<file path="src/indexed_list_store_unit_macros.svh">
// Assertion macros for the indexed list store.
// Included by modules that carry concurrent checks; expects clk and rst in scope.
`ifndef INDEXED_LIST_STORE_UNIT_MACROS_SVH
`define INDEXED_LIST_STORE_UNIT_MACROS_SVH

// check active outside reset
`define ILST_ASSERT(name, prop, msg) \
  name: assert property (@(posedge clk) disable iff (rst) prop) else $error(msg);

// check active on every edge, reset included
`define ILST_ASSERT_ALWAYS(name, prop, msg) \
  name: assert property (@(posedge clk) prop) else $error(msg);

`endif

</file>
<file path="src/ilst_pkg.sv">
// Shared constants and types for the indexed list store.
// No dependencies.
`default_nettype none
package ilst_pkg;

  localparam int DATA_W       = 32;
  localparam int POS_W        = 16;
  localparam int OP_W         = 3;
  localparam int STAT_W       = 2;
  localparam int LEN_W        = 7;
  localparam int DEF_CAPACITY = 64;

  localparam logic [OP_W-1:0] OP_READ       = 3'd0;
  localparam logic [OP_W-1:0] OP_INS_HEAD   = 3'd1;
  localparam logic [OP_W-1:0] OP_APPEND     = 3'd2;
  localparam logic [OP_W-1:0] OP_INS_BEFORE = 3'd3;
  localparam logic [OP_W-1:0] OP_DELETE     = 3'd4;

  localparam logic [STAT_W-1:0] ST_DONE  = 2'd0;
  localparam logic [STAT_W-1:0] ST_RANGE = 2'd1;
  localparam logic [STAT_W-1:0] ST_FULL  = 2'd2;

  localparam logic [DATA_W-1:0] NO_VALUE = '1;

  typedef enum logic {
    FSM_IDLE,
    FSM_READ
  } fsm_t;

  typedef struct packed {
    logic ins;
    logic del;
    logic rd;
  } cell_ctrl_t;

endpackage
`default_nettype wire

</file>
<file path="src/ilst_cell.sv">
// One storage cell of the list chain: holds one entry and a read-out stage.
// Depends on ilst_pkg.
`default_nettype none
module ilst_cell #(
  parameter int IW  = 6,
  parameter int IDX = 0
) (
  input  wire logic                      clk,
  input  wire logic                      rst,
  input  wire ilst_pkg::cell_ctrl_t      ctrl,
  input  wire logic [IW-1:0]             slot,
  input  wire logic [ilst_pkg::DATA_W-1:0] ins_value,
  input  wire logic [ilst_pkg::DATA_W-1:0] left_elem,
  input  wire logic [ilst_pkg::DATA_W-1:0] right_elem,
  input  wire logic [ilst_pkg::DATA_W-1:0] right_rd_data,
  input  wire logic                      right_rd_vld,
  output logic      [ilst_pkg::DATA_W-1:0] elem,
  output logic      [ilst_pkg::DATA_W-1:0] rd_data,
  output logic                           rd_vld
);
  import ilst_pkg::*;

  localparam logic [IW-1:0] MY_IDX = IW'(IDX);

  logic hit;
  logic above;

  assign hit   = (slot == MY_IDX);
  assign above = (MY_IDX > slot);

  always_ff @(posedge clk) begin
    if (ctrl.ins) begin
      if (hit) begin
        elem <= ins_value;
      end else if (above) begin
        elem <= left_elem;
      end
    end else if (ctrl.del) begin
      if (hit || above) begin
        elem <= right_elem;
      end
    end
  end

  // read-out chain: selected entry walks toward cell 0
  always_ff @(posedge clk) begin
    rd_data <= (ctrl.rd && hit) ? elem : right_rd_data;
  end

  always_ff @(posedge clk) begin
    if (rst) begin
      rd_vld <= 1'b0;
    end else begin
      rd_vld <= (ctrl.rd && hit) || right_rd_vld;
    end
  end

endmodule
`default_nettype wire

</file>
<file path="config.mk">
export PLATFORM = sky130hd
export DESIGN_NAME = ilst_cell
export DESIGN_NICKNAME = d
export VERILOG_FILES = /design/src/indexed_list_store_unit_macros.svh /design/src/ilst_pkg.sv /design/src/ilst_cell.sv
export SDC_FILE = /design/constraint.sdc
export NUM_CORES = 1
export LEC_CHECK = 0
export BUFFER_PORTS_ARGS = -buffer_cell sky130_fd_sc_hd__buf_2
export CORE_MARGIN = 1
export CORE_UTILIZATION = 40
export DETAILED_ROUTE_END_ITERATION = 16
export GPL_TIMING_DRIVEN = 0
export PLACE_DENSITY_LB_ADDON = 0.3
export RECOVER_POWER = 50
export SLEW_MARGIN = 20
export SYNTH_ARGS = -nofsm -noshare
export SYNTH_HDL_FRONTEND = slang
export SYNTH_SLANG_ARGS = --single-unit
</file>
<file path="constraint.sdc">
create_clock -name clk -period 4.9 [get_ports clk]
set_input_delay 0.49 -clock clk [delete_from_list [all_inputs] [get_ports clk]]
set_output_delay 0.49 -clock clk [all_outputs]
set_load 0.01 [all_outputs]
</file>
After elaboration in Yosys (flattened, before gate mapping)
Cells that the tools add are included.
{ "word_totals": {"regBits": 65, "inputBits": 140, "out_inout_bits": 65} }
{ "op_classes": {"magnitude_cmp": 1, "n_eq_ne": 1, "muxes": 6, "n_reduce_logical": 7} }
{ "op_table": {"columns": ["op", "n"], "rows": [
  ["32-bit 2-to-1 mux", 6],
  ["1-bit by 6-bit greater-than comparator with 1-bit output (first input constant)", 1],
  ["6-bit zero test", 1],
  ["2-bit nonzero test", 2],
  ["3-bit by 1-bit != test with 1-bit output (second input constant)", 1],
  ["3-bit AND reduction", 1],
  ["1-bit logical OR", 2],
  ["1-bit logical AND", 1]
]} }

Longest topological paths before layout
Gate-level depths: netlist of run 1.
{ "depth": {"ltp_word": 5, "ltp_mapped": 4, "depth_no_buf": 3} }

Least setup slack after synthesis of run 1
Ideal clock, no wire load.
{ "synth_timing": {"path_kind": "input to register", "from": "input slot[3]", "to": "register elem[0] in the netlist's numbering, enable pin", "setup_ns": 0.461, "arrival_time_ns": 3.544, "required_time_ns": 4.439, "path_slack_ns": 0.895, "path_stages": 3, "n_path_buf": 1, "path_cell_list": "or4_1 clkbuf_1 nor3_1"} }
{ "synth_between": {"elab_chain_len": 4} }
{ "synth_rtl": {"columns": ["item", "line", "source"], "rows": [
  ["start: declaration", "ilst_cell.sv:11", "input wire logic [IW-1:0] slot,"],
  ["1-bit by 6-bit greater-than comparator with 1-bit output or 6-bit zero test (tied branches)", "ilst_cell.sv:29, ilst_cell.sv:28", null],
  ["1-bit logical OR", "ilst_cell.sv:39", "if (hit || above) begin"],
  ["2-bit nonzero test (no source line)", null, null],
  ["3-bit AND reduction (no source line) (*)", null, null],
  ["end signal: assignment", "ilst_cell.sv:34", "elem <= ins_value;"],
  ["end signal: assignment", "ilst_cell.sv:36", "elem <= left_elem;"],
  ["end signal: assignment", "ilst_cell.sv:40", "elem <= right_elem;"],
  ["end: declaration", "ilst_cell.sv:17", "output logic [ilst_pkg::DATA_W-1:0] elem,"]
]} }
Mark *: on every way between the ends. The rest lies on a longest branch, timed or not.
A chain may end at the register's enable or synchronous reset.

Final worst setup path of run 1
{ "layout_timing": {"from": "input slot[3]", "to": "register rd_data[9] in the netlist's numbering"} }
{ "layout_between": {"elab_chain_len": 3} }
{ "layout_rtl": {"columns": ["item", "line", "source"], "rows": [
  ["6-bit zero test", "ilst_cell.sv:28", "assign hit = (slot == MY_IDX);"],
  ["1-bit logical AND", "ilst_cell.sv:47", "rd_data <= (ctrl.rd && hit) ? elem : right_rd_data;"],
  ["32-bit 2-to-1 mux", "ilst_cell.sv:47", null],
  ["end signal: assignment", "ilst_cell.sv:47", null],
  ["end: declaration", "ilst_cell.sv:18", "output logic [ilst_pkg::DATA_W-1:0] rd_data,"]
]} }
Every way passes these cells.

==> impl_metrics.ini, run 1 <==
[critical_path]
crit_type = input port to flip-flop
timing.rr.end = rd_data[20]
worstRegToRegCells = 1
max_stage_delay_ns = 1.00
startpoint_type = input port
worstPathMaxFanout = 10
critical_path.endpoint_type = flip-flop
slowest_stage = nor4_1
cp.required_ns = 5.11
crit_chain = buf_2 -> nor4_1 -> nand3_1 -> clkbuf_1 -> mux2_1
crit_start = slot[3]
rr_startpoint = elem[20]
r2r_setup_slack_ns = 4.07
cp.arrival_ns = 2.87

[sta]
hold_viol_final = 0
tightest_slew_ns = 1.20
slew_viol_final = 0
fmax_mhz = 376
clock-skew-final_ns = 0.00658
fin_crit_ns = 2.66
period_share = 0.542
setup_viol = 0
rsz0062_at_grt = false
slew_headroom = 0.196

[clock_tree]
cts_num_sinks = 65
clock_insertion_delay_worst_skew_ns = 0.32
clockRootBuffer = clkbuf_8
ctsLongestPathBuffers = 2
numCtsBuffers = 9
cts_tree = done
cts_max_level = 3
postCtsSetupBuffers = 0
cts_hold_buf = 0
clkSlewWorstSetupHoldPaths_ns = 0.07
cts_resized = 0

[global_route]
grt_pass1_wl_um = 13700
grtUsageTotal = 0.239
antenna_found_initial = 0
grt_max_degree = 12
grt-ovfl-total = 0
grt_pass1_vias = 2811

[yosys]
synth_cell_types = 18
synthXorXnorAreaFrac = 0
ys_seq_elements = 65
synth-compound-area-share = 0.127
synth_nets = 396
synth_top_family_by_area = multiplexers
syn-cell-area_mm2 = 0.00289
muxShareOfSynthArea = 0.157
yosysSeqAreaShare = 0.562
syn_avg_cell_area_um2 = 11.3
yosys.area_share.adder = 0
yosys_warnings = 0
synth-simple-area-share = 0.117
synth_cells = 256

[floorplan]
die_area_mm2 = 0.00756
start_util = 0.420
rows = 30
die_x_um = 87.0
fp.dieH_um = 87.0
io-pin-count = 205
coreArea_mm2 = 0.00687

[drt]
routed_wl_um = 9210
viasPerCell = 5.02
drt-initial-drc-count = 97
drc = 0
antenna_left = 0
wl_per_cell_um = 16.0
vias = 2880
first_pass_iters = 4

[power]
p_leak_nw = 1.73
power_density_mw_per_mm2 = 289
vdd_drop_max_v = 0.000160

[layout]
fin_cells = 574
postLayoutCellArea_mm2 = 0.00409
insertedDiodeCount = 0
drive_gt1_frac = 0.372
nets = 613
area_growth_pct = 41.7

[place]
hpwl_um = 7040
portBuffers = 203
dp.cells = 558
placed_cell_area_mm2 = 0.00406
gp_congestion = 0.888

[status]
status = completed

[hold_path]
min_from = rst
min_path_type = input port to flip-flop
min_to = rd_vld
hold_depth = 2

[job]
cap_violations = 0
==> state kept, by name (all words and copies together) (netlist names) <==
name / cells
elem: 32
rd_data: 32
rd_vld: 1
==> layout by cell type (no fill, tap or decap) <==
| master | synthesis | layout |
|---|---|---|
| buf_2 | 0 | 138 |
| clkbuf_1 | 19 | 87 |
| nor2_1 | 34 | 34 |
| nand3_1 | 32 | 33 |
| dfxtp_1 | 33 | 33 |
| o21ai_0 | 32 | 32 |
| a31oi_1 | 32 | 32 |
| edfxtp_1 | 32 | 32 |
| mux2_4 | 25 | 16 |
| mux2_1 | 4 | 13 |
| clkbuf_8 | 0 | 9 |
| clkinv_2 | 0 | 4 |
| mux2_2 | 3 | 3 |
| buf_6 | 3 | 2 |
| buf_4 | 0 | 2 |
| or2_2 | 1 | 1 |
| or4_1 | 1 | 1 |
| nor4_1 | 0 | 1 |
| nor3_2 | 0 | 1 |
| inv_1 | 1 | 1 |
| a21oi_1 | 1 | 1 |
| clkinv_4 | 0 | 1 |
| bufinv_16 | 0 | 1 |
==> through the flow <==
stage	utilization	worst slack [ns]	hold slack (ns)	power, mW	setup TNS [ns]
after floorplan	-	0.895	0.529	0.676	0
after global placement	0.586	-0.538	0.456	0.758	-17.16
after detailed placement	0.590	1.96	0.463	0.765	0
after CTS	0.617	2.30	0.301	1.20	0
after global routing	0.596	2.12	0.307	1.23	0
final	0.596	2.24	0.311	1.18	0
==> worst max-delay path: cells and delay by family <==
family | cells | cell delay (ns)
buffers and inverters | 2 | 0.51
multiplexers | 1 | 0.41
AND/OR/NAND/NOR | 2 | 1.45
==> layer usage <==
metal	up-vias	global-route usage	share of wire
met5	-	0	0
met4	0	0.0879	0.014
met3	11	0.0493	0.077
met2	150	0.425	0.51
met1	1331	0.283	0.40
li1	1388	-	-
==> how the worst max path moves through the flow <==
stage / cells past startpoint / to
finish: 5 / rd_data[9]
global route: 5 / rd_data[9]
CTS: 6 / elem[12]
detailed placement: 6 / elem[12]
global placement: 4 / elem[12]
floorplan: 3 / elem[0]
==> final cells by class <==
cell class              instances  area [um2]
fillers                       657        2780
flip-flops and latches         65        1620
multi-input cells             168        1110
repair buffers                206         961
clock buffers                  10         128
well taps                      96         120
plain buffers                  22        90.1
clock inverters                 6        58.8
inverters                       1        3.75
==> cells in the mapped netlist <==
library cell	number	share of area
a21oi_1	1	0.0017
a31oi_1	32	0.069
buf_6	3	0.012
clkbuf_1	19	0.025
dfxtp_1	33	0.23
edfxtp_1	32	0.33
inv_1	1	0.0013
mux2_1	4	0.016
mux2_2	3	0.012
mux2_4	25	0.13
nand3_1	32	0.055
nand3_2	1	0.0035
nor2_1	34	0.044
nor3_1	1	0.0017
nor4_4	1	0.0074
o21ai_0	32	0.055
or2_2	1	0.0022
or4_1	1	0.0026
==> power by group <==
group | leakage, nW | switching [mW] | internal, mW
logic | 1.05 | 0.0745 | 0.0756
registers | 0.576 | 0.00514 | 0.589
clock network | 0.0998 | 0.205 | 0.233
total | 1.73 | 0.285 | 0.898
==> logic make-up (layout without fill, tap and decap cells) <==
| kind of cell | count (synthesis) | count (layout) |
|---|---|---|
| buffers and inverters | 23 | 245 |
| muxes | 32 | 32 |
| and+or+nand+nor | 71 | 71 |
| AOI/OAI and AO/OA | 65 | 65 |
| DFF | 65 | 65 |
Note: power is estimated with default switching activity, not from simulation.
==> run 2: changes to the inputs <==
clock period = 2.5 ns   (was 4.9 ns; I/O delays follow)
==> impl_metrics.ini, run 2 (synthesized netlist as in run 1, its figures left out) <==
[drt]
wl_per_cell_um = 15.7
vias = 2905
wl_met1_um = 3470
drc = 0
drt-initial-drc-count = 90
top_layer = met4
antenna_left = 0
routed_wl_um = 8970
wl_met3_um = 704
wl_met2_um = 4650
first_pass_iters = 4
viasPerCell = 5.07

[layout]
reg_top3 = elem x32, rd_data x32, rd_vld x1
nets = 612
postLayoutCellArea_mm2 = 0.00411
drive_gt1_frac = 0.373
utilization = 0.598
area_growth_pct = 42.2
insertedDiodeCount = 0
layout_common_cells = buf_2, clkbuf_1, nor2_1, nand3_1, dfxtp_1
mostFrequentLayoutCell = buf_2

[critical_path]
worstPathMaxFanout = 15
crit_type = input port to flip-flop
slowest_stage = or4_1
crit_buf_inv = 3
cp.required_ns = 2.53
startpoint_type = input port
critical_path.endpoint_type = flip-flop
crit_chain = clkbuf_1 -> or4_1 -> clkbuf_1 -> nor3_4 -> buf_8
worstRegToRegCells = 1
cpMostUsedCell = clkbuf_1
max_stage_delay_ns = 0.67
cp.depth = 5
cp.arrival_ns = 1.89
crit_family = simple AND/OR/NAND/NOR gates

[sta]
tightest_slew_ns = 0.760
rsz0062_at_grt = false
slew_headroom = 0.493
slew_viol_final = 0
fin_crit_ns = 1.86
fmax_mhz = 537
setup_ws_ns = 0.637
setup_viol = 0
period_share = 0.745
hold_viol_final = 0
clock-skew-final_ns = 0.00991

[floorplan]
start_util = 0.420
coreArea_mm2 = 0.00687
die_x_um = 87.0
io-pin-count = 205
die_area_mm2 = 0.00756
rows = 30
fp.dieH_um = 87.0

[place]
hpwl_um = 6910
portBuffers = 203
gp_congestion = 0.809
dp_slack_ns = 0.294
placed_cell_area_mm2 = 0.00407

[job]
cap_violations = 0

[global_route]
grt_max_degree = 17
grt_pass1_vias = 2768
grtUsageTotal = 0.232
grt_pass1_wl_um = 13100
antenna_found_initial = 0
grt-ovfl-total = 0

[clock_tree]
clkSlewWorstSetupHoldPaths_ns = 0.08
clockRootBuffer = clkbuf_8
cts_tree = done
numCtsBuffers = 9
ctsLongestPathBuffers = 2
cts_resized = 0
cts_num_sinks = 65
clock_insertion_delay_worst_skew_ns = 0.33
cts_hold_buf = 0
cts_max_level = 3
postCtsSetupBuffers = 0

[power]
p_leak_nw = 1.72
vdd_drop_max_v = 0.000243
power_density_mw_per_mm2 = 553
report.power.total_mw = 2.27

[hold_path]
hold_depth = 2
min_path_type = input port to flip-flop

[status]
status = completed
[run 2: stage by stage]
step | cells | hold WS (ns) | TNS (ns)
after global placement | 555 | 0.410 | -15.95
after detailed placement | 557 | 0.416 | 0
after CTS | 573 | 0.0586 | 0
after global routing | 573 | 0.0543 | 0
after floorplan | 256 | 0.319 | 0
final | 573 | 0.0743 | 0
[run 2: metal layers]
layer / track usage / up-vias
li1: - / 1381
met1: 0.261 / 1356
met2: 0.428 / 156
met3: 0.0455 / 12
met4: 0.0970 / 0
met5: 0 / -
[run 2: area by class of cell]
class	instances	area [um2]
tap	96	120
fill	652	2760
clock inverter	6	41.3
multi-input combinational	168	1130
buffer	22	90.1
clock buffer	10	138
timing repair buffer	205	963
sequential	65	1620
inverter	1	3.75
[run 2: where the power goes]
| part | internal, mW | switching, mW |
|---|---|---|
| clock network | 0.388 | 0.426 |
| logic | 0.149 | 0.147 |
| registers | 1.15 | 0.00946 |
| total | 1.69 | 0.582 |
[run 2: final timing paths]
path                               start           to  slack (ns)
worst max register to register   elem[3]   rd_data[3]        1.67
worst min register to register  elem[21]  rd_data[21]        0.49
worst max-delay path             slot[3]      elem[3]        0.64
worst min-delay path                 rst       rd_vld        0.07
==> run 3: changes to the inputs <==
clock period = 2 ns   (was 2.5 ns; I/O delays follow)
==> impl_metrics.ini, run 3 (synthesized netlist as in run 1, its figures left out) <==
[status]
status = completed

[place]
gp_congestion = 0.914
dp_slack_ns = 0.107
hpwl_um = 6860
portBuffers = 203
dp.cells = 557

[layout]
mostFrequentLayoutCell = buf_2
area_growth_pct = 45.1
fin_cells = 573
insertedDiodeCount = 0
layout_common_cells = buf_2, clkbuf_1, nor2_1, nand3_1, dfxtp_1
nets = 612
drive_gt1_frac = 0.396
reg_top3 = elem x32, rd_data x32, rd_vld x1

[critical_path]
crit_type = input port to flip-flop
cp.required_ns = 2.04
crit_family = simple AND/OR/NAND/NOR gates
max_stage_delay_ns = 0.68
startpoint_type = input port
crit_chain = clkbuf_1 -> or4_1 -> clkbuf_8 -> nor3_4 -> buf_8
slowest_stage = or4_1
cp.arrival_ns = 1.71
crit_buf_inv = 3
critical_path.endpoint_type = flip-flop
worstPathMaxFanout = 16

[sta]
fmax_mhz = 597
hold_viol_final = 0
setup_viol = 0
slew_viol_final = 0
clock-skew-final_ns = 0.0113
holdWs_ns = 0.0251
fin_crit_ns = 1.68
setup_ws_ns = 0.325
tightest_slew_ns = 0.513
slew_headroom = 0.658
period_share = 0.838
rsz0062_at_grt = false

[global_route]
grt_pass1_wl_um = 13700
grt_pass1_vias = 2818
antenna_found_initial = 0
grt-ovfl-total = 0
grt_max_degree = 17
grtUsageTotal = 0.241

[drt]
first_pass_iters = 4
drt-initial-drc-count = 116
wl_per_cell_um = 15.6
antenna_left = 0
vias = 2886
routed_wl_um = 8940
drc = 0
viasPerCell = 5.04

[clock_tree]
numCtsBuffers = 9
ctsLongestPathBuffers = 2
cts_resized = 0
cts_hold_buf = 0
clkSlewWorstSetupHoldPaths_ns = 0.07
clockRootBuffer = clkbuf_8
postCtsSetupBuffers = 0
cts_max_level = 3
clock_insertion_delay_worst_skew_ns = 0.34
cts_num_sinks = 65
cts_tree = done

[floorplan]
die_area_mm2 = 0.00756
start_util = 0.420
fp.dieH_um = 87.0
die_x_um = 87.0
io-pin-count = 205
coreArea_mm2 = 0.00687
rows = 30

[power]
p_leak_nw = 1.78
report.power.total_mw = 2.96
power_density_mw_per_mm2 = 708
vdd_drop_max_v = 0.000444

[hold_path]
min_path_type = input port to flip-flop

[job]
cap_violations = 0
## run 3: cell types whose count changed in the layout (fill, tap and decap cells not counted)
cell,before,now
mux2_1,13,5
mux2_4,16,24
clkbuf_1,87,84
buf_6,1,3
inv_4,2,0
bufinv_16,0,1
clkbuf_8,10,11
clkinv_4,1,2
## run 3: worst paths after layout
kind	startpoint	endpoint	slack, ns	depth (start not counted)
max	slot[3]	elem[13]	0.32	5
min reg2reg	elem[30]	rd_data[30]	0.48	1
min	rst	rd_vld	0.03	2
max reg2reg	elem[7]	rd_data[7]	1.19	1
## run 3: metal layers
metal / up-vias / track usage / part of all wire
li1: 1383 / - / -
met4: 0 / 0.0879 / 0.018
met2: 169 / 0.432 / 0.51
met3: 16 / 0.0464 / 0.075
met1: 1318 / 0.286 / 0.40
met5: - / 0 / 0
## run 3: cell type report
cell class	count	area [um2]
buffer	22	115
clock buffer	10	138
clock inverter	6	67.6
fill	642	2680
inverter	1	3.75
multi-input combinational	168	1160
sequential	65	1620
tap	96	120
timing repair buffer	205	963
## run 3: power breakdown
part           total, mW  internal [mW]  switching [mW]
logic              0.378          0.194           0.184
registers           1.46           1.44          0.0119
clock network       1.13          0.611           0.520
total               2.96           2.25           0.716
## run 3: per-stage QoR
stage               TNS (ns)  instance area (um2)  utilization
CTS                        0                 4280        0.624
global route               0                 4190        0.610
detailed placement         0                 4080        0.594
global placement      -21.26                 4050        0.589
finish                     0                 4190        0.610
floorplan              -3.61                 2910            -
